--- config.mk ---
export PLATFORM = sky130hd
export DESIGN_NAME = dnd_ram
export DESIGN_NICKNAME = d
export VERILOG_FILES = /design/src/hdl/dnd_ram.sv
export SDC_FILE = /design/constraint.sdc
export NUM_CORES = 2
export LEC_CHECK = 0
export ABC_AREA = 1
export BUFFER_PORTS_ARGS = -buffer_cell sky130_fd_sc_hd__clkbuf_2
export CORE_MARGIN = 3
export CORE_UTILIZATION = 25
export CTS_BUF_LIST = sky130_fd_sc_hd__clkbuf_2 sky130_fd_sc_hd__clkbuf_4 sky130_fd_sc_hd__clkbuf_8
export DETAILED_ROUTE_END_ITERATION = 16
export SLEW_MARGIN = 10
export SYNTH_ARGS = -nofsm -noshare
export SYNTH_HDL_FRONTEND = slang
export SYNTH_SLANG_ARGS = --single-unit
--- constraint.sdc ---
create_clock -name clk -period 1.7 [get_ports clk]
set_input_delay 0.17 -clock clk [delete_from_list [all_inputs] [get_ports clk]]
set_output_delay 0.17 -clock clk [all_outputs]
set_load 0.005 [all_outputs]
--- src/hdl/dnd_ram.sv ---
// dnd_ram: generic single write port, single read port memory
// registered read with read enable; no dependencies

module dnd_ram #(
  parameter int WIDTH = 8,
  parameter int DEPTH = 512
) (
  input  logic                     clk,
  input  logic                     we,
  input  logic [$clog2(DEPTH)-1:0] waddr,
  input  logic [WIDTH-1:0]         wdata,
  input  logic                     re,
  input  logic [$clog2(DEPTH)-1:0] raddr,
  output logic [WIDTH-1:0]         rdata
);

  logic [WIDTH-1:0] mem [DEPTH];

  // write port
  always_ff @(posedge clk) begin
    if (we) begin
      mem[waddr] <= wdata;
    end
  end

  // read port, data holds while re is low
  always_ff @(posedge clk) begin
    if (re) begin
      rdata <= mem[raddr];
    end
  end

endmodule

==> reports/metrics.yaml <==
status: "finished with violations"
violations: "negative setup slack"
grt_pass1_wl_um: 746000
die-width_um: 823
nFillCells: 66000
wl_um: 509000
hp-class: "input pin to register"
worstHoldStart: "waddr[0]"
critical_path_class: "register to output port"
yosysTopAreaCell: "edfxtp_1"
rsz0062_at_grt: "true"
drive_gt1_frac: 0.211
fin_crit_sh: 1.27
postSynthAreaPerCell_um2: 12.0
drt_drc_violations_left: 0
worst_path_max_delay_cell: "edfxtp_1"
cts_buffers: 662
setup_viol: 16
crit_chain: "clkbuf_2"
r2r_slack_ns: -0.38
design.core.area_um2: 664000
grt_use_total: 0.144
ant_nets: 0
worstPathRequired_ns: 1.53
holdPathStages: 7
clkLatencyLatePin_ns: 1.24
synth_nets: 13900
grt_pass1_vias: 112000
cts_max_path_buffers: 4
drt-pass1-iter-count: 6
synth_cell_types: 15
hold_violations: 0
final_util: 0.311
start_util: 0.251
first_iter_violations: 13600
register_area_um2: 123000
slew_violations: 0
syn_to_final_growth_pct: 23.9
startpoint_type: "register"
ff2ff_path_depth: 11
synth_edf_count: 4104
io_pins: 37
synthArstFlopShare: 0
synth_top_area_frac: 0.739
ys_seq_area_frac: 0.739
slew_headroom: 0.244
multi_input_area_um2: 42600
layout.nets: 15200
crit_buf_inv: 1
h-tree-depth: 6
cts_root_buf: "clkbuf_8"
dieArea_um2: 677000
synth_ff_type: "edfxtp_1"
antenna_found_initial: 38
wl_per_cell_um: 20.7
cts_setup_buffers: 0
maxCapViolations: 0
final_cell_mix: "nand2_1, edfxtp_1, nand3_1"
p_per_area_nw_per_um2: 1020
min_to: "mem[356][5]$_DFFE_PP_"
syn_inst: 13900
detailed_place_hpwl_um: 321000
die_h_um: 823
design_area_um2: 207000
grt-ovfl-total: 0
vdd_ir_drop_max_mv: 0.783
tightestPinTransition_ns: 1.13
clock-sinks: 4104
fmax_mhz: 463
cp.arrival_ns: 1.99
synthTopCellsByArea: "edfxtp_1, nand3_1, nand2_1"
endpoint_kind: "output port"
r2r-end: "rdata[3]$_DFFE_PP_"
grt_max_degree: 121
place_congestion: 0.882
path_delay_family: "flip-flops"
final_common_cell: "nand2_1"
postPlaceCellArea_um2: 190000
rows: 299
ys_warn_count: 0
worstPathMaxFanout: 2
r2r_start: "mem[305][3]$_DFFE_PP_"
ys_ff_latch: 4104
layout_setup_ws_ns: -0.459
cts.clk_slew.worst_paths_ns: 0.06
netlist_area_um2: 167000
io_buffers: 36
layout_min_cycle_time_ns: 2.16
cts_tree: "yes"
skew_ns: 0.0540
vias: 115000
slowest_delay_ns: 0.60
leakagePower_nw: 73.0
viasPerCell: 4.69
[synth_stat cells, types with 2 or more instances]
| master | number |
|---|---|
| buf_1 | 82 |
| buf_2 | 517 |
| buf_4 | 123 |
| buf_6 | 72 |
| buf_8 | 4 |
| clkbuf_1 | 184 |
| edfxtp_1 | 4104 |
| inv_1 | 34 |
| inv_2 | 3 |
| inv_4 | 2 |
| nand2_1 | 4160 |
| nand3_1 | 4080 |
| nor2_1 | 514 |
| nor3_1 | 11 |
[cells by family (layout without fill, tap and decap cells)]
logic type,count (synthesis),count (layout),share of synthesized area
and+or+nand+nor,8765,8765,0.228
DFF,4104,4104,0.739
buffers and inverters,1022,2843,0.0333
other,0,7,0
[per-stage QoR]
| stage | hold WS [ns] | total power, mW | cells | TNS, ns | setup WS (ns) |
|---|---|---|---|---|---|
| floorplan | 0.269 | 121 | 13900 | -29.79 | -0.0610 |
| global placement | 0.495 | 128 | 23400 | -989.39 | -1.43 |
| detailed placement | 0.489 | 129 | 23400 | -1161.14 | -1.42 |
| CTS | 0.000125 | 211 | 24600 | -6.50 | -0.620 |
| global route | 0.0474 | 217 | 24600 | -5.04 | -0.500 |
| finish | 0.0654 | 210 | 24600 | -3.93 | -0.459 |
[worst max-delay path by stage]
stage	to	slack [ns]	startpoint	cells after the start
floorplan	mem[213][0]$_DFFE_PP_	-0.06	waddr[4]	7
global placement	rdata[2]$_DFFE_PP_	-1.43	raddr[1]	13
detailed placement	rdata[3]$_DFFE_PP_	-1.42	raddr[1]	15
CTS	rdata[2]	-0.62	rdata[2]$_DFFE_PP_	1
global route	rdata[5]	-0.50	rdata[5]$_DFFE_PP_	1
finish	rdata[5]	-0.46	rdata[5]$_DFFE_PP_	1
[where the power goes]
group	total, mW	internal [mW]	switching [mW]
Clock	82.4	42.9	39.5
Sequential	112	111	0.0796
Combinational	16.3	5.06	11.2
[state kept, by name, indices dropped and copies added, names as in the netlist]
| name | flops |
|---|---|
| mem | 4096 |
| rdata | 8 |
[layout make-up]
class,instances,share of cell area
tap,8879,0.0537
sequential,4104,0.596
multi-input combinational,8765,0.206
timing repair buffer,1642,0.0825
clock buffer,882,0.0523
antenna,7,0.0000847
clock inverter,280,0.00825
inverter,39,0.000981
[layer usage]
metal  vias up  global-route usage  wire length (um)
li1      52300                   -                 -
met4        22              0.0496             16700
met1     57000               0.200            215000
met3       880              0.0264             44500
met2      5234               0.225            232000
met5         -                   0               135
[what timing repair did]
action                                 in CTS  in global routing
hold buffers                               36                  0
gates resized for setup                   616                214
pin swaps                                 175                113
endpoints found under the hold margin    6232                  0
setup endpoints to repair                  16                302
No activity file was read; power rests on OpenSTA's default activity.
